$ cat src/rtl/core/midi_file_stream_parser_core_macros.svh
// Assertion macros for the MIDI file stream parser core.
`ifndef MIDI_FILE_STREAM_PARSER_CORE_MACROS_SVH
`define MIDI_FILE_STREAM_PARSER_CORE_MACROS_SVH

// Same-cycle implication, sampled on clk_i, off during reset.
`define MFSP_ASSERT_NOW(name, ante, cons) \
  name: assert property (@(posedge clk_i) disable iff (!rst_ni) (ante) |-> (cons)) \
    else $error("mfsp check failed");

// Next-cycle implication, sampled on clk_i, off during reset.
`define MFSP_ASSERT_NEXT(name, ante, cons) \
  name: assert property (@(posedge clk_i) disable iff (!rst_ni) (ante) |=> (cons)) \
    else $error("mfsp check failed");

`endif

$ cat src/rtl/core/mfsp_pkg.sv
// Types, codes and marker tables for the MIDI file stream parser core.
package mfsp_pkg;

  localparam int unsigned MAX_DELTA_BYTES_DEF = 4;

  localparam logic [7:0] META_STATUS   = 8'hFF;
  localparam logic [7:0] META_TRK_END  = 8'h2F;
  localparam logic [7:0] HDR_SIZE_LAST = 8'h06;

  typedef enum logic [3:0] {
    PH_HMARK  = 4'd0,
    PH_HSIZE  = 4'd1,
    PH_HDATA  = 4'd2,
    PH_TMARK  = 4'd3,
    PH_TLEN   = 4'd4,
    PH_DELTA  = 4'd5,
    PH_STATUS = 4'd6,
    PH_P1     = 4'd7,
    PH_P2     = 4'd8,
    PH_MTYPE  = 4'd9,
    PH_MLEN   = 4'd10,
    PH_MSKIP  = 4'd11
  } phase_e;

  typedef enum logic [1:0] {
    KIND_HEADER  = 2'd0,
    KIND_CHANNEL = 2'd1,
    KIND_TRK_END = 2'd2,
    KIND_ERROR   = 2'd3
  } kind_e;

  typedef enum logic [2:0] {
    ERR_NONE       = 3'd0,
    ERR_NO_MTHD    = 3'd1,
    ERR_BAD_SIZE   = 3'd2,
    ERR_BAD_FORMAT = 3'd3,
    ERR_TRK_COUNT  = 3'd4,
    ERR_NO_MTRK    = 3'd5,
    ERR_TRUNCATED  = 3'd6,
    ERR_DELTA_LONG = 3'd7
  } err_e;

  localparam logic [3:0] CODE_PROG_CHG = 4'hC;
  localparam logic [3:0] CODE_CH_PRESS = 4'hD;

  // format_held code for anything other than 0 or 1
  localparam logic [1:0] FMT_INVALID = 2'd2;

  typedef struct packed {
    logic [7:0] data_byte;
    logic       end_of_file;
  } in_beat_t;

  typedef struct packed {
    kind_e       kind;
    logic        file_format;
    logic [15:0] track_total;
    logic [15:0] ticks_per_quarter;
    logic [27:0] delta_time;
    logic [3:0]  event_code;
    logic [3:0]  channel_number;
    logic [7:0]  first_param;
    logic [7:0]  second_param;
    err_e        error_code;
  } out_beat_t;

  // "MThd"
  function automatic logic [7:0] head_mark(input logic [1:0] pos);
    logic [7:0] r;
    case (pos)
      2'd0:    r = 8'h4D;
      2'd1:    r = 8'h54;
      2'd2:    r = 8'h68;
      default: r = 8'h64;
    endcase
    return r;
  endfunction

  // "MTrk"
  function automatic logic [7:0] track_mark(input logic [1:0] pos);
    logic [7:0] r;
    case (pos)
      2'd0:    r = 8'h4D;
      2'd1:    r = 8'h54;
      2'd2:    r = 8'h72;
      default: r = 8'h6B;
    endcase
    return r;
  endfunction

  // big-endian header length 6
  function automatic logic [7:0] size_byte(input logic [1:0] pos);
    return (pos == 2'd3) ? HDR_SIZE_LAST : 8'h00;
  endfunction

endpackage

$ cat src/rtl/core/midi_file_stream_parser_core.sv
// Byte-serial Standard MIDI File parser: header, track markers, delta times, events.
//
//   channel | dir | handshake               | payload
//   in      | in  | in_valid_i / in_ready_o | in_data_i  (mfsp_pkg::in_beat_t)
//   out     | out | out_valid_o/out_ready_i | out_data_o (mfsp_pkg::out_beat_t)
//
// One byte per cycle unless the result side stalls; a byte may yield no result.
// Path: input register -> one pass of parser logic -> result register.
// A stalled result holds; the input register takes one more byte, then ready drops.
// Reset clears the parser to "expect MThd"; no clearing pass.
// A byte flagged end_of_file returns the parser to its reset state after that byte.
`include "midi_file_stream_parser_core_macros.svh"

module midi_file_stream_parser_core #(
  parameter int unsigned MAX_DELTA_BYTES = mfsp_pkg::MAX_DELTA_BYTES_DEF
) (
  input  logic                clk_i,
  input  logic                rst_ni,
  input  logic                in_valid_i,
  output logic                in_ready_o,
  input  mfsp_pkg::in_beat_t  in_data_i,
  output logic                out_valid_o,
  input  logic                out_ready_i,
  output mfsp_pkg::out_beat_t out_data_o
);

  // input stage
  logic               in_valid_q;
  mfsp_pkg::in_beat_t in_q;
  logic               advance;
  logic               step;

  // parser state
  mfsp_pkg::phase_e phase_q, phase_d;
  logic [2:0]       fpos_q, fpos_d;
  logic [27:0]      acc_q, acc_d;
  logic [2:0]       cnt_q, cnt_d;
  logic [1:0]       fmt_q, fmt_d;
  logic [15:0]      trk_q, trk_d;
  logic [15:0]      div_q, div_d;
  logic [7:0]       stat_q, stat_d;
  logic [7:0]       prm_q, prm_d;
  logic [7:0]       skip_q, skip_d;
  logic             halt_q, halt_d;

  // result stage
  logic                out_valid_q;
  mfsp_pkg::out_beat_t out_q;
  mfsp_pkg::out_beat_t res;
  logic                res_v;

  // scratch
  logic [7:0]     b;
  logic [1:0]     mpos;
  logic [2:0]     cnt_inc;
  logic           fail;
  mfsp_pkg::err_e fcode;
  logic           meta_end;

  assign advance    = !out_valid_q || out_ready_i;
  assign step       = in_valid_q && advance;
  assign in_ready_o = !in_valid_q || advance;

  always_ff @(posedge clk_i or negedge rst_ni) begin
    if (!rst_ni) begin
      in_valid_q <= 1'b0;
    end else if (in_ready_o) begin
      in_valid_q <= in_valid_i;
    end
  end

  always_ff @(posedge clk_i) begin
    if (in_ready_o && in_valid_i) begin
      in_q <= in_data_i;
    end
  end

  always_comb begin
    b        = in_q.data_byte;
    phase_d  = phase_q;
    fpos_d   = fpos_q;
    acc_d    = acc_q;
    cnt_d    = cnt_q;
    fmt_d    = fmt_q;
    trk_d    = trk_q;
    div_d    = div_q;
    stat_d   = stat_q;
    prm_d    = prm_q;
    skip_d   = skip_q;
    halt_d   = halt_q;
    res      = '0;
    res_v    = 1'b0;
    fail     = 1'b0;
    fcode    = mfsp_pkg::ERR_NONE;
    meta_end = 1'b0;
    mpos     = (fpos_q > 3'd3) ? 2'd3 : fpos_q[1:0];
    cnt_inc  = cnt_q + 3'd1;

    if (!halt_q) begin
      case (phase_q)
        mfsp_pkg::PH_HMARK, mfsp_pkg::PH_HSIZE, mfsp_pkg::PH_TMARK: begin
          if (phase_q == mfsp_pkg::PH_HMARK && b != mfsp_pkg::head_mark(mpos)) begin
            fail  = 1'b1;
            fcode = mfsp_pkg::ERR_NO_MTHD;
          end else if (phase_q == mfsp_pkg::PH_HSIZE && b != mfsp_pkg::size_byte(mpos)) begin
            fail  = 1'b1;
            fcode = mfsp_pkg::ERR_BAD_SIZE;
          end else if (phase_q == mfsp_pkg::PH_TMARK && b != mfsp_pkg::track_mark(mpos)) begin
            fail  = 1'b1;
            fcode = mfsp_pkg::ERR_NO_MTRK;
          end else if (mpos == 2'd3) begin
            fpos_d = '0;
            if (phase_q == mfsp_pkg::PH_HMARK) begin
              phase_d = mfsp_pkg::PH_HSIZE;
            end else if (phase_q == mfsp_pkg::PH_HSIZE) begin
              phase_d = mfsp_pkg::PH_HDATA;
            end else begin
              phase_d = mfsp_pkg::PH_TLEN;
            end
          end else begin
            fpos_d = {1'b0, mpos} + 3'd1;
          end
        end
        mfsp_pkg::PH_HDATA: begin
          fpos_d = fpos_q + 3'd1;
          case (fpos_q)
            3'd0: fmt_d = (b != 8'h00) ? mfsp_pkg::FMT_INVALID : 2'd0;
            3'd1: begin
              if (fmt_q != mfsp_pkg::FMT_INVALID) begin
                fmt_d = (b <= 8'd1) ? {1'b0, b[0]} : mfsp_pkg::FMT_INVALID;
              end
            end
            3'd2: trk_d = {b, 8'h00};
            3'd3: trk_d = {trk_q[15:8], b};
            3'd4: div_d = {b, 8'h00};
            default: begin
              // last header byte: position stays on it unless the header is accepted
              fpos_d = fpos_q;
              div_d  = {div_q[15:8], b};
              if (fmt_q == mfsp_pkg::FMT_INVALID) begin
                fail  = 1'b1;
                fcode = mfsp_pkg::ERR_BAD_FORMAT;
              end else if (fmt_q == 2'd0 && trk_q != 16'd1) begin
                fail  = 1'b1;
                fcode = mfsp_pkg::ERR_TRK_COUNT;
              end else begin
                res_v                 = 1'b1;
                res.kind              = mfsp_pkg::KIND_HEADER;
                res.file_format       = fmt_q[0];
                res.track_total       = trk_q;
                res.ticks_per_quarter = {div_q[15:8], b};
                phase_d               = mfsp_pkg::PH_TMARK;
                fpos_d                = '0;
              end
            end
          endcase
        end
        mfsp_pkg::PH_TLEN: begin
          if (fpos_q >= 3'd3) begin
            fpos_d  = '0;
            phase_d = mfsp_pkg::PH_DELTA;
            acc_d   = '0;
            cnt_d   = '0;
          end else begin
            fpos_d = fpos_q + 3'd1;
          end
        end
        mfsp_pkg::PH_DELTA: begin
          acc_d = {acc_q[20:0], b[6:0]};
          cnt_d = cnt_inc;
          if (b[7]) begin
            // continuation on the last allowed byte, or count wrapped
            if ({1'b0, cnt_inc} >= 4'(MAX_DELTA_BYTES) || cnt_inc == 3'd0) begin
              fail  = 1'b1;
              fcode = mfsp_pkg::ERR_DELTA_LONG;
            end
          end else begin
            phase_d = mfsp_pkg::PH_STATUS;
          end
        end
        mfsp_pkg::PH_STATUS: begin
          if (b == mfsp_pkg::META_STATUS) begin
            phase_d = mfsp_pkg::PH_MTYPE;
          end else begin
            stat_d  = b;
            phase_d = mfsp_pkg::PH_P1;
          end
        end
        mfsp_pkg::PH_P1, mfsp_pkg::PH_P2: begin
          if (phase_q == mfsp_pkg::PH_P1) begin
            prm_d = b;
          end
          if (phase_q == mfsp_pkg::PH_P2 || stat_q[7:4] == mfsp_pkg::CODE_PROG_CHG ||
              stat_q[7:4] == mfsp_pkg::CODE_CH_PRESS) begin
            res_v              = 1'b1;
            res.kind           = mfsp_pkg::KIND_CHANNEL;
            res.delta_time     = acc_q;
            res.event_code     = stat_q[7:4];
            res.channel_number = stat_q[3:0];
            res.first_param    = (phase_q == mfsp_pkg::PH_P1) ? b : prm_q;
            res.second_param   = (phase_q == mfsp_pkg::PH_P2) ? b : 8'h00;
            phase_d            = mfsp_pkg::PH_DELTA;
            acc_d              = '0;
            cnt_d              = '0;
          end else begin
            phase_d = mfsp_pkg::PH_P2;
          end
        end
        mfsp_pkg::PH_MTYPE: begin
          prm_d   = b;
          phase_d = mfsp_pkg::PH_MLEN;
        end
        mfsp_pkg::PH_MLEN: begin
          skip_d = b;
          if (b == 8'h00) begin
            meta_end = 1'b1;
          end else begin
            phase_d = mfsp_pkg::PH_MSKIP;
          end
        end
        mfsp_pkg::PH_MSKIP: begin
          skip_d = skip_q - 8'd1;
          if (skip_q == 8'd1) begin
            meta_end = 1'b1;
          end
        end
        default: begin
        end
      endcase
    end

    if (meta_end) begin
      if (prm_q == mfsp_pkg::META_TRK_END) begin
        res_v          = 1'b1;
        res.kind       = mfsp_pkg::KIND_TRK_END;
        res.delta_time = acc_q;
        phase_d        = mfsp_pkg::PH_TMARK;
        fpos_d         = '0;
      end else begin
        phase_d = mfsp_pkg::PH_DELTA;
        acc_d   = '0;
        cnt_d   = '0;
      end
    end

    if (fail) begin
      res            = '0;
      res.kind       = mfsp_pkg::KIND_ERROR;
      res.error_code = fcode;
      res_v          = 1'b1;
      halt_d         = 1'b1;
    end

    if (in_q.end_of_file) begin
      // clean end only when waiting at the start of a new MTrk
      if (!halt_d && !(phase_d == mfsp_pkg::PH_TMARK && fpos_d == 3'd0)) begin
        res            = '0;
        res.kind       = mfsp_pkg::KIND_ERROR;
        res.error_code = mfsp_pkg::ERR_TRUNCATED;
        res_v          = 1'b1;
      end
      phase_d = mfsp_pkg::PH_HMARK;
      fpos_d  = '0;
      acc_d   = '0;
      cnt_d   = '0;
      fmt_d   = '0;
      trk_d   = '0;
      div_d   = '0;
      stat_d  = '0;
      prm_d   = '0;
      skip_d  = '0;
      halt_d  = 1'b0;
    end
  end

  always_ff @(posedge clk_i or negedge rst_ni) begin
    if (!rst_ni) begin
      phase_q <= mfsp_pkg::PH_HMARK;
      fpos_q  <= '0;
      acc_q   <= '0;
      cnt_q   <= '0;
      fmt_q   <= '0;
      trk_q   <= '0;
      div_q   <= '0;
      stat_q  <= '0;
      prm_q   <= '0;
      skip_q  <= '0;
      halt_q  <= 1'b0;
    end else if (step) begin
      phase_q <= phase_d;
      fpos_q  <= fpos_d;
      acc_q   <= acc_d;
      cnt_q   <= cnt_d;
      fmt_q   <= fmt_d;
      trk_q   <= trk_d;
      div_q   <= div_d;
      stat_q  <= stat_d;
      prm_q   <= prm_d;
      skip_q  <= skip_d;
      halt_q  <= halt_d;
    end
  end

  always_ff @(posedge clk_i or negedge rst_ni) begin
    if (!rst_ni) begin
      out_valid_q <= 1'b0;
    end else if (advance) begin
      out_valid_q <= step && res_v;
    end
  end

  always_ff @(posedge clk_i) begin
    if (step && res_v) begin
      out_q <= res;
    end
  end

  assign out_valid_o = out_valid_q;
  assign out_data_o  = out_q;

  // error beats always carry a code
  `MFSP_ASSERT_NOW(a_err_has_code, out_valid_q && out_q.kind == mfsp_pkg::KIND_ERROR, out_q.error_code != mfsp_pkg::ERR_NONE)
  // a halted parser produces nothing
  `MFSP_ASSERT_NEXT(a_halt_silent, step && halt_q, !out_valid_q)
  // a held byte is not dropped while the result side is stalled
  `MFSP_ASSERT_NEXT(a_in_hold, in_valid_q && !advance, in_valid_q)
  // field position never runs past the last header data byte
  `MFSP_ASSERT_NOW(a_fpos_range, 1'b1, fpos_q <= 3'd5)

endmodule

$ cat config.mk
export PLATFORM = sky130hd
export DESIGN_NAME = midi_file_stream_parser_core
export DESIGN_NICKNAME = d
export VERILOG_FILES = /design/src/rtl/core/mfsp_pkg.sv /design/src/rtl/core/midi_file_stream_parser_core.sv
export VERILOG_INCLUDE_DIRS = /design/src /design/src/rtl/core
export SDC_FILE = /design/constraint.sdc
export NUM_CORES = 1
export LEC_CHECK = 0
export BUFFER_PORTS_ARGS = -buffer_cell sky130_fd_sc_hd__buf_2
export CAP_MARGIN = 5
export CORE_ASPECT_RATIO = 0.9
export CORE_MARGIN = 1
export CORE_UTILIZATION = 58
export DETAILED_ROUTE_END_ITERATION = 8
export PLACE_DENSITY = 0.79
export SLEW_MARGIN = 0
export SYNTH_ARGS = -nofsm -noshare
export SYNTH_HDL_FRONTEND = slang
export SYNTH_SLANG_ARGS = --single-unit
export TNS_END_PERCENT = 1
$ cat constraint.sdc
create_clock -name clk_i -period 8.05 [get_ports clk_i]
set_input_delay 1.61 -clock clk_i [delete_from_list [all_inputs] [get_ports clk_i]]
set_output_delay 1.61 -clock clk_i [all_outputs]
set_load 0.02 [all_outputs]
==> qor.csv, run 1 <==
stage,metric,value,unit
placed_design,gp_congestion,0.948,
grt,grt-ovfl-total,0,
clock_tree,clkLatencyLatePin,440,ps
logic_synthesis,syn_inst,829,
power_and_ir_drop,power.total,3.47,mW
power_and_ir_drop,total_leakage_power,4.34,nW
logic_synthesis,synth_area_leaders,"edfxtp_1, dfrtp_1, nor2_1",
finish,layout.cells.non_filler,1112,
clock_tree,root_buffer,clkbuf_16,
placed_design,post-place-ws,2400,ps
logic_synthesis,synth_top_area_frac,0.332,
grt,track_usage,0.287,
sta,finalCriticalPeriod,5720,ps
logic_synthesis,syn_nets,855,
drt,drt-initial-drc-count,781,
floorplanning,die_h,120,um
floorplanning,row_count,42,
logic_synthesis,ys_seq_area_frac,0.587,
power_and_ir_drop,ir_worst_vdd,0.194,mV
floorplanning,core_area,14900,um^2
critical_path,crit_type,register to register,
sta,maxSlewHeadroom,0.242,
grt,antenna_found_initial,0,
placed_design,dp.cells,1080,
floorplanning,initial_core_util,0.601,
critical_path,cp-start-kind,register,
logic_synthesis,yosys.area.top_type,edfxtp_1,
grt,grt_max_degree,65,
power_and_ir_drop,power.density,343,nW/um^2
clock_tree,cts.clk_slew.worst_paths,70,ps
logic_synthesis,async_reset_ff_frac,0.479,
min_path,min_path_type,register to register,
logic_synthesis,synth-edff-count,99,
logic_synthesis,synthTopCellsByCount,"edfxtp_1, nor2_1, dfrtp_1",
sta,fin_tns_setup,0,ps
clock_tree,cts_setup_buffers,0,
logic_synthesis,syn_avg_cell_area,10.8,um^2
sta,fin_ws,2330,ps
finish,drive_gt1_frac,0.189,
finish,diodes,0,
clock_tree,cts_sinks,190,
sta,tightestPinTransition,1140,ps
floorplanning,io_pins,105,
critical_path,crit_arrival,5810,ps
drt,wl_per_cell,19.6,um
logic_synthesis,synth-seq-cells,190,
floorplanning,die-area,15900,um^2
critical_path,critPathRequiredTime,8140,ps
grt,grt_pass1_vias,6466,
sta,hold_viol,0,
logic_synthesis,yosysMostFrequentCell,edfxtp_1,
clock_tree,cts_resized,0,
logic_synthesis,ys_warn_count,0,
drt,ant_nets,0,
sta,fin_crit_sh,0.710,
critical_path,r2r_slack,2330,ps
logic_synthesis,synth_flop_cell,edfxtp_1,
grt,grt_pass1_wl,34.8,mm
drt,drt_pass1_iterations,5,
clock_tree,hold_buffers,0,
clock_tree,numCtsBuffers,17,
sta,rsz0062_at_grt,no,
logic_synthesis,synth_area,8940,um^2
drt,vias,6868,
drt,vias_per_cell,6.18,
placed_design,portBuffers,104,
run,maxCapViolCount,0,
sta,drv_slew,0,
sta,fmax,175,MHz
status,status,finished clean,
finish,nets,927,
drt,routed_wl,21.8,mm
floorplanning,die_w,133,um
critical_path,end_kind,register,
drt,drc,0,
logic_synthesis,synthDistinctLibCells,70,
sta,setup_viol,0,
sta,fin_skew,14.6,ps
clock_tree,cts_tree,built,
clock_tree,htreeDepth,4,
critical_path,crit_path_max_fanout,57,
placed_design,hpwlAfterDp,14.2,mm
clock_tree,clk_path_buf_depth,2,
finish,area_delta_synth_final,12.8,%
-- layout by cell type, fill, tap and decap left out, types with 17 or more instances in the layout --
master	n
dfrtp_1	91
o21ai_0	47
a21oi_1	34
a22o_1	39
buf_2	103
and3_1	39
nand2_1	79
nand3_1	25
edfxtp_1	99
inv_1	36
nor2_1	93
clkbuf_16	17
-- registers in the layout, summed over array words and instances (netlist names) --
name and count:
acc_q 28, b 8, cnt_q 3, div_q 8, fmt_q 2, fpos_q 3, halt_q 1, in_q 1
in_valid_q 1, out_data_o 90, out_valid_o 1, phase_q 4, prm_q 8, skip_q 8, stat_q 8, trk_q 16
-- cell type report --
| cell class | instances | area [um^2] |
|---|---|---|
| clock buffer | 18 | 429 |
| clock inverter | 14 | 146 |
| fill | 1130 | 4780 |
| inverter | 36 | 135 |
| multi-input combinational | 544 | 3300 |
| sequential | 190 | 5250 |
| tap | 198 | 248 |
| timing repair buffer | 112 | 583 |
-- where the power goes --
group | switching [mW] | internal [mW] | leakage, nW
sequential | 0.144 | 1.32 | 2.19
combinational | 0.824 | 0.341 | 1.88
clock | 0.395 | 0.438 | 0.281
-- cells by family (layout without fill, tap and decap cells) --
logic type      count (synthesis)  count (layout)  synth area share
simple gates                  335             335             0.194
flops                         190             190             0.587
compound gates                180             180             0.136
buf+inv                        95             180            0.0456
fa+ha+maj                      13              13            0.0182
mux                            12              12            0.0147
xor+xnor                        4               4           0.00392
-- per-layer routing --
metal | wire length (um) | track usage
met5 | 0 | 0
met4 | 412 | 0.0812
met3 | 1820 | 0.0870
met2 | 10200 | 0.443
met1 | 9310 | 0.393
-- per-stage QoR --
step / util / hold slack, ps / area [um^2]
floorplan: - / 435 / 8940
detailed placement: 0.640 / 454 / 9510
finish: 0.678 / 476 / 10100
global route: 0.678 / 485 / 10100
CTS: 0.678 / 472 / 10100
global placement: 0.640 / 451 / 9510
-- path summary, 6_finish.rpt --
check,startpoint,cells past startpoint,to
max,fpos_q[2]$_DFFE_PN0P_,16,out_data_o[55]$_DFFE_PP_
min,div_q[11]$_DFFE_PN0P_,2,div_q[11]$_DFFE_PN0P_
max reg2reg,fpos_q[2]$_DFFE_PN0P_,16,out_data_o[55]$_DFFE_PP_
min reg2reg,div_q[11]$_DFFE_PN0P_,2,div_q[11]$_DFFE_PN0P_
max in group asynchronous,rst_ni,2,stat_q[3]$_DFFE_PN0P_
min in group asynchronous,rst_ni,1,trk_q[6]$_DFFE_PN0P_
-- worst max-delay path: stages (launching register included) --
cell	delay [ps]
dfrtp_1	560
inv_1	180
ha_1	330
nor2b_1	110
nor2_1	260
inv_1	110
ha_1	340
o31a_1	320
a211oi_2	300
o21ai_1	180
nor4b_1	490
nor4_1	130
nand4b_1	140
o21a_2	120
buf_4	500
o21a_4	730
buf_4	530
No activity file was read; power rests on OpenSTA's default activity.
==> run 2, diff against run 1 <==
==> constraint.sdc (replaced) <==
create_clock -name clk_i -period 5.9 [get_ports clk_i]
set_input_delay 1.18 -clock clk_i [delete_from_list [all_inputs] [get_ports clk_i]]
set_output_delay 1.18 -clock clk_i [all_outputs]
set_load 0.02 [all_outputs]
==> run 2 against run 1 <==
Worst setup slack worse by 1200 ps. Utilization up 0.21 points. Die area unchanged. Fmax up 20%. Sequential share of layout area down 0.16 points. Non-clock buffer count up 1. Clock power up 37%.
==> qor.csv, run 2 (synthesis gave the netlist of run 1 again) <==
stage,metric,value,unit,change
status,status,finished clean,,
placed_design,placed_cell_area,9530,um^2,+0.21%
clock_tree,cts_tree,built,,
sta,tightestPinTransition,1130,ps,-10.5 ps
sta,fin_tns_setup,0,ps,unchanged
floorplanning,row_count,42,,unchanged
clock_tree,root_buffer,clkbuf_16,,
critical_path,crit_buf_inv,3,,-1
critical_path,cp_cell_sequence,inv_1 > ha_1 > nor2b_1 > nor2_1 > inv_1 > ha_1 > o31a_1 > a211oi_2 > o21ai_1 > nor4b_1 > nor4_1 > nand4b_1 > o21a_2 > o21a_4 > buf_12,,
finish,diodes,0,,unchanged
sta,fmax,210,MHz,+20%
power_and_ir_drop,power.density,470,nW/um^2,+37%
grt,grt_pass1_vias,6311,,-2.4%
clock_tree,cts_setup_buffers,0,,unchanged
critical_path,crit_path_max_fanout,57,,unchanged
grt,grt-ovfl-total,0,,unchanged
finish,nets,928,,+0.11%
drt,drt-initial-drc-count,717,,-8.2%
sta,maxSlewHeadroom,0.249,,+0.00702
drt,drt_pass1_iterations,6,,+1
clock_tree,clkLatencyLatePin,440,ps,about the same
sta,rsz0062_at_grt,no,,
floorplanning,die_w,133,um,unchanged
floorplanning,io_pins,105,,unchanged
sta,drv_slew,0,,unchanged
grt,grt_pass1_wl,34.7,mm,-0.10%
power_and_ir_drop,ir_worst_vdd,0.261,mV,+35%
min_path,min_path_type,register to register,,
floorplanning,initial_core_util,0.601,,unchanged
drt,vias_per_cell,6.14,,-0.51%
critical_path,end_kind,register,,
sta,finalCriticalPeriod,4750,ps,-965 ps
placed_design,hpwlAfterDp,14.1,mm,-0.82%
grt,antenna_found_initial,0,,unchanged
finish,final_core_util,0.681,,+0.00210
clock_tree,cts_resized,0,,unchanged
floorplanning,die_h,120,um,unchanged
sta,hold_ws,479,ps,+3.78 ps
critical_path,cp-start-kind,register,,
critical_path,crit_arrival,4860,ps,-950 ps
critical_path,critPathRequiredTime,6010,ps,-2130 ps
sta,fin_crit_sh,0.806,,+0.0953
run,maxCapViolCount,0,,unchanged
sta,setup_viol,0,,unchanged
critical_path,crit_family,compound AO/OA/AOI/OAI gates,,
placed_design,dp.cells,1081,,+0.093%
placed_design,gp_congestion,0.970,,+2.3%
finish,drive_gt1_frac,0.191,,+0.00198
finish,final_cell_area,10100,um^2,+0.31%
floorplanning,core_area,14900,um^2,unchanged
finish,layout.cells.non_filler,1113,,+0.090%
clock_tree,cts_sinks,190,,unchanged
sta,fin_skew,10.4,ps,-4.25 ps
clock_tree,hold_buffers,0,,unchanged
grt,track_usage,0.289,,+0.00270
drt,routed_wl,21.8,mm,about the same
drt,wl_per_cell,19.6,um,about the same
finish,mostFrequentLayoutCells,"buf_2, edfxtp_1, nor2_1",,
drt,vias,6839,,-0.42%
finish,final_common_cell,buf_2,,
drt,drc,0,,unchanged
clock_tree,numCtsBuffers,17,,unchanged
critical_path,cpPeakStageDelay,560,ps,-170 ps
grt,grt_max_degree,61,,-6.2%
floorplanning,die-area,15900,um^2,unchanged
critical_path,cpMaxStageDelayCell,dfrtp_1,,
finish,area_delta_synth_final,13.2,%,
critical_path,crit_type,register to register,,
placed_design,portBuffers,104,,unchanged
clock_tree,clk_path_buf_depth,2,,unchanged
drt,ant_nets,0,,unchanged
power_and_ir_drop,total_leakage_power,4.36,nW,+0.36%
finish,largest_register_ffs,90,,unchanged
clock_tree,cts.clk_slew.worst_paths,70,ps,about the same
sta,hold_viol,0,,unchanged
clock_tree,htreeDepth,4,,unchanged
run 2: cell types whose count changed in the layout (fill, tap and decap cells not counted), sizes merged:
cell    previous run  this run
buf              112       113
clkbuf            18        19
inv               44        43
run 2: layout make-up:
class | instances | area, um^2
flip-flops and latches | 190 | 5250
fillers | 1120 | 4750
multi-input cells | 544 | 3300
repair buffers | 113 | 603
clock buffers | 19 | 443
well taps | 198 | 248
clock inverters | 13 | 144
inverters | 36 | 135
run 2: power breakdown:
group / switching (mW) / internal (mW)
clock: 0.533 / 0.611
combinational: 1.13 / 0.478
sequential: 0.200 / 1.80
total: 1.86 / 2.89
run 2: worst reg2reg max path, cell delays in order, from the launching register on:
cell,delay [ps]
dfrtp_1,560
inv_1,170
ha_1,320
nor2b_1,110
nor2_1,260
inv_1,110
ha_1,340
o31a_1,310
a211oi_2,290
o21ai_1,190
nor4b_1,490
nor4_1,130
nand4b_1,150
o21a_2,150
o21a_4,450
buf_12,360
run 2: path summary, 6_finish.rpt:
path,start,end,cells after the start,slack (ps)
setup / recovery,fpos_q[2]$_DFFE_PN0P_,out_data_o[86]$_DFFE_PP_,15,1150
max in group asynchronous,rst_ni,prm_q[2]$_DFFE_PN0P_,2,4080
hold reg to reg,div_q[8]$_DFFE_PN0P_,div_q[8]$_DFFE_PN0P_,2,480
setup reg to reg,fpos_q[2]$_DFFE_PN0P_,out_data_o[86]$_DFFE_PP_,15,1150
min in group asynchronous,rst_ni,trk_q[5]$_DFFE_PN0P_,1,670
hold / removal,div_q[8]$_DFFE_PN0P_,div_q[8]$_DFFE_PN0P_,2,480
run 2: metrics by stage:
step                      setup slack, ps  total power, mW
after global routing                  937             4.98
after detailed placement             1280             3.61
after floorplan                       149             3.14
after global placement               1450             3.60
final                                1150             4.76
after CTS                            1250             4.75
run 2: layer usage:
layer  wire length, um  part of all wire  track usage  vias to the layer above
met4               387             0.018        0.106                        0
met5                 0                 0            0                        -
met1              9420              0.43        0.418                     3335
li1                  -                 -            -                     3143
met3              1680             0.077       0.0528                       35
met2             10300              0.47        0.440                      326
==> run 3, diff against run 2 <==
--- a/config.mk
+++ b/config.mk
@@ -10,9 +10,9 @@
 export CAP_MARGIN = 5
 export CORE_ASPECT_RATIO = 0.9
 export CORE_MARGIN = 1
-export CORE_UTILIZATION = 58
+export CORE_UTILIZATION = 53
 export DETAILED_ROUTE_END_ITERATION = 8
-export PLACE_DENSITY = 0.79
+export PLACE_DENSITY = 0.76
 export SLEW_MARGIN = 0
 export SYNTH_ARGS = -nofsm -noshare
 export SYNTH_HDL_FRONTEND = slang
==> constraint.sdc (replaced) <==
create_clock -name clk_i -period 3.81 [get_ports clk_i]
set_input_delay 0.762 -clock clk_i [delete_from_list [all_inputs] [get_ports clk_i]]
set_output_delay 0.762 -clock clk_i [all_outputs]
set_load 0.02 [all_outputs]
==> run 3 against run 2 <==
The flow now finishes with violations (DRC). Global-route usage is 2.7 points lower. Critical path depth up 1. Utilization shrank 3.6 points. Combinational power increased by 75%. Highest routed layer unchanged. Worst setup slack worse by 1000 ps. Sequential share of layout area shrank 1.9 points.
==> qor.csv, run 3 (synthesis gave the netlist of run 1 again) <==
stage,metric,value,unit,change
power_and_ir_drop,total_leakage_power,4.54,nW,+4.3%
sta,maxSlewHeadroom,0.343,,+0.0943
clock_tree,cts.clk_slew.worst_paths,80,ps,about the same
finish,final_common_cell,buf_2,,
critical_path,r2r_start,fpos_q[1]$_DFFE_PN0P_,,
grt,grt_pass1_vias,6454,,+2.3%
critical_path,rr_worst_depth,16,,+1
clock_tree,numCtsBuffers,17,,unchanged
critical_path,critPathRequiredTime,3950,ps,-2060 ps
clock_tree,htreeDepth,4,,unchanged
sta,fmax,273,MHz,+30%
drt,ant_nets,0,,unchanged
floorplanning,io_pins,105,,unchanged
finish,drive_gt1_frac,0.241,,+0.0492
clock_tree,cts_tree,built,,
clock_tree,clk_path_buf_depth,2,,unchanged
drt,vias,6970,,+1.9%
critical_path,end_kind,register,,
drt,drt-initial-drc-count,838,,+17%
finish,nFillCells,1306,,+17%
critical_path,crit_type,register to register,,
grt,grt_pass1_wl,35.2,mm,+1.3%
finish,mostFrequentLayoutCells,"buf_2, edfxtp_1, nor2_1",,
finish,final_core_util,0.645,,-0.0357
min_path,min_path_type,input pin to asynchronous set/reset pin,,
critical_path,crit_arrival,3800,ps,-1060 ps
critical_path,cp-start-kind,register,,
clock_tree,hold_buffers,0,,unchanged
drt,vias_per_cell,6.03,,-1.8%
power_and_ir_drop,power.density,726,nW/um^2,+55%
critical_path,r2r_end,out_data_o[59]$_DFFE_PP_,,
floorplanning,initial_core_util,0.549,,-0.0525
clock_tree,clkLatencyLatePin,440,ps,about the same
finish,layout.cells.non_filler,1155,,+3.8%
finish,multi_input_area,3400,um^2,+3.0%
grt,track_usage,0.263,,-0.0266
drt,drt_pass1_iterations,9,,+3
placed_design,dp.cells,1120,,+3.6%
sta,fin_crit_sh,0.962,,+0.156
power_and_ir_drop,power.total,7.63,mW,+60%
finish,diodes,0,,unchanged
placed_design,placed_cell_area,9880,um^2,+3.6%
placed_design,post-place-ws,52.8,ps,-1230 ps
status,failed_checks,DRC,,
floorplanning,die-area,17400,um^2,+9.3%
finish,nets,961,,+3.6%
drt,routed_wl,22.2,mm,+1.9%
placed_design,gp_congestion,1.01,,+4.4%
status,status,"finished, violations left",,
clock_tree,root_buffer,clkbuf_16,,
sta,fin_ws,145,ps,-1000 ps
floorplanning,core_area,16300,um^2,+9.6%
finish,area_delta_synth_final,17.5,%,
finish,final_cell_area,10500,um^2,+3.8%
sta,finalCriticalPeriod,3660,ps,-1090 ps
floorplanning,row_count,44,,+4.8%
run,maxCapViolCount,0,,unchanged
floorplanning,die_w,139,um,+4.5%
placed_design,hpwlAfterDp,15.2,mm,+7.6%
grt,grt-ovfl-total,0,,unchanged
clock_tree,cts_sinks,190,,unchanged
drt,wl_per_cell,19.2,um,-1.8%
sta,tightestPinTransition,983,ps,-144 ps
critical_path,r2r_slack,150,ps,-1000 ps
grt,antenna_found_initial,0,,unchanged
drt,drc,7,,+7
placed_design,portBuffers,104,,unchanged
finish,seq_area,5250,um^2,about the same
critical_path,crit_path_max_fanout,29,,-49%
sta,drv_slew,0,,unchanged
sta,setup_viol,0,,unchanged
sta,fin_skew,13.3,ps,+2.93 ps
power_and_ir_drop,ir_worst_vdd,0.406,mV,+55%
sta,hold_viol,0,,unchanged
floorplanning,die_h,125,um,+4.5%
grt,grt_max_degree,65,,+6.6%
finish,largest_register_ffs,90,,unchanged
[run 3: changes by cell type in the layout (fill, tap and decap cells not counted), sizes merged]
cell	before	now
buf	113	146
bufinv	1	0
inv	43	44
clkinvlp	1	0
clkinv	4	5
[run 3: worst max-delay path, stage by stage, from the launching register on]
cell,delay (ps)
dfrtp_2,460
ha_4,170
ha_4,200
nor2b_4,60
nor2_4,140
inv_2,70
ha_4,270
nand4bb_1,90
o31a_1,130
a211oi_2,270
o211ai_1,130
a311oi_1,310
o21ba_1,200
nand4b_1,150
o21a_2,200
o21a_4,250
buf_12,220
[run 3: final cells by class]
| cell class | instances | area share |
|---|---|---|
| clock inverters | 13 | 0.0113 |
| well taps | 207 | 0.0246 |
| inverters | 36 | 0.0131 |
| multi-input cells | 544 | 0.323 |
| flip-flops and latches | 190 | 0.500 |
| clock buffers | 19 | 0.0431 |
| repair buffers | 146 | 0.0845 |
[run 3: worst max path at each step]
stage	endpoint	slack, ps	startpoint
after global routing	out_data_o[88]$_DFFE_PP_	-0.9	fpos_q[1]$_DFFE_PN0P_
final	out_data_o[59]$_DFFE_PP_	150	fpos_q[1]$_DFFE_PN0P_
after global placement	out_data_o[23]$_DFFE_PP_	150	fpos_q[0]$_DFFE_PN0P_
after detailed placement	out_data_o[23]$_DFFE_PP_	50	fpos_q[0]$_DFFE_PN0P_
after floorplan	out_data_o[0]$_DFFE_PP_	-90	fpos_q[1]$_DFFE_PN0P_
after CTS	out_data_o[11]$_DFFE_PP_	60	fpos_q[0]$_DFFE_PN0P_
[run 3: through the flow]
| step | hold slack, ps | setup TNS [ps] |
|---|---|---|
| finish | 423 | 0 |
| detailed placement | 461 | 0 |
| floorplan | 435 | -8090 |
| global route | 488 | -1.61 |
| CTS | 460 | 0 |
| global placement | 451 | 0 |
[run 3: what timing repair did]
item | 4_1_cts | 5_1_grt
hold endpoints to repair | 0 | 0
gates resized for setup | 0 | 8
pin swaps | 0 | 3
endpoints found under the setup margin | 15 | 102
setup buffers | 2 | 1
[run 3: power by group]
group          internal [mW]  total [mW]  switching, mW
combinational          0.930        2.82           1.89
clock                  0.900        1.74          0.842
sequential              2.80        3.07          0.275
total                   4.63        7.63           3.01
[run 3: per-layer routing]
| metal | global-route usage | up-vias | share of wire |
|---|---|---|---|
| met3 | 0.0636 | 39 | 0.082 |
| met4 | 0.0771 | 0 | 0.018 |
| met5 | 0 | - | 0 |
| met1 | 0.380 | 3362 | 0.45 |
| met2 | 0.395 | 343 | 0.45 |
| li1 | - | 3226 | - |
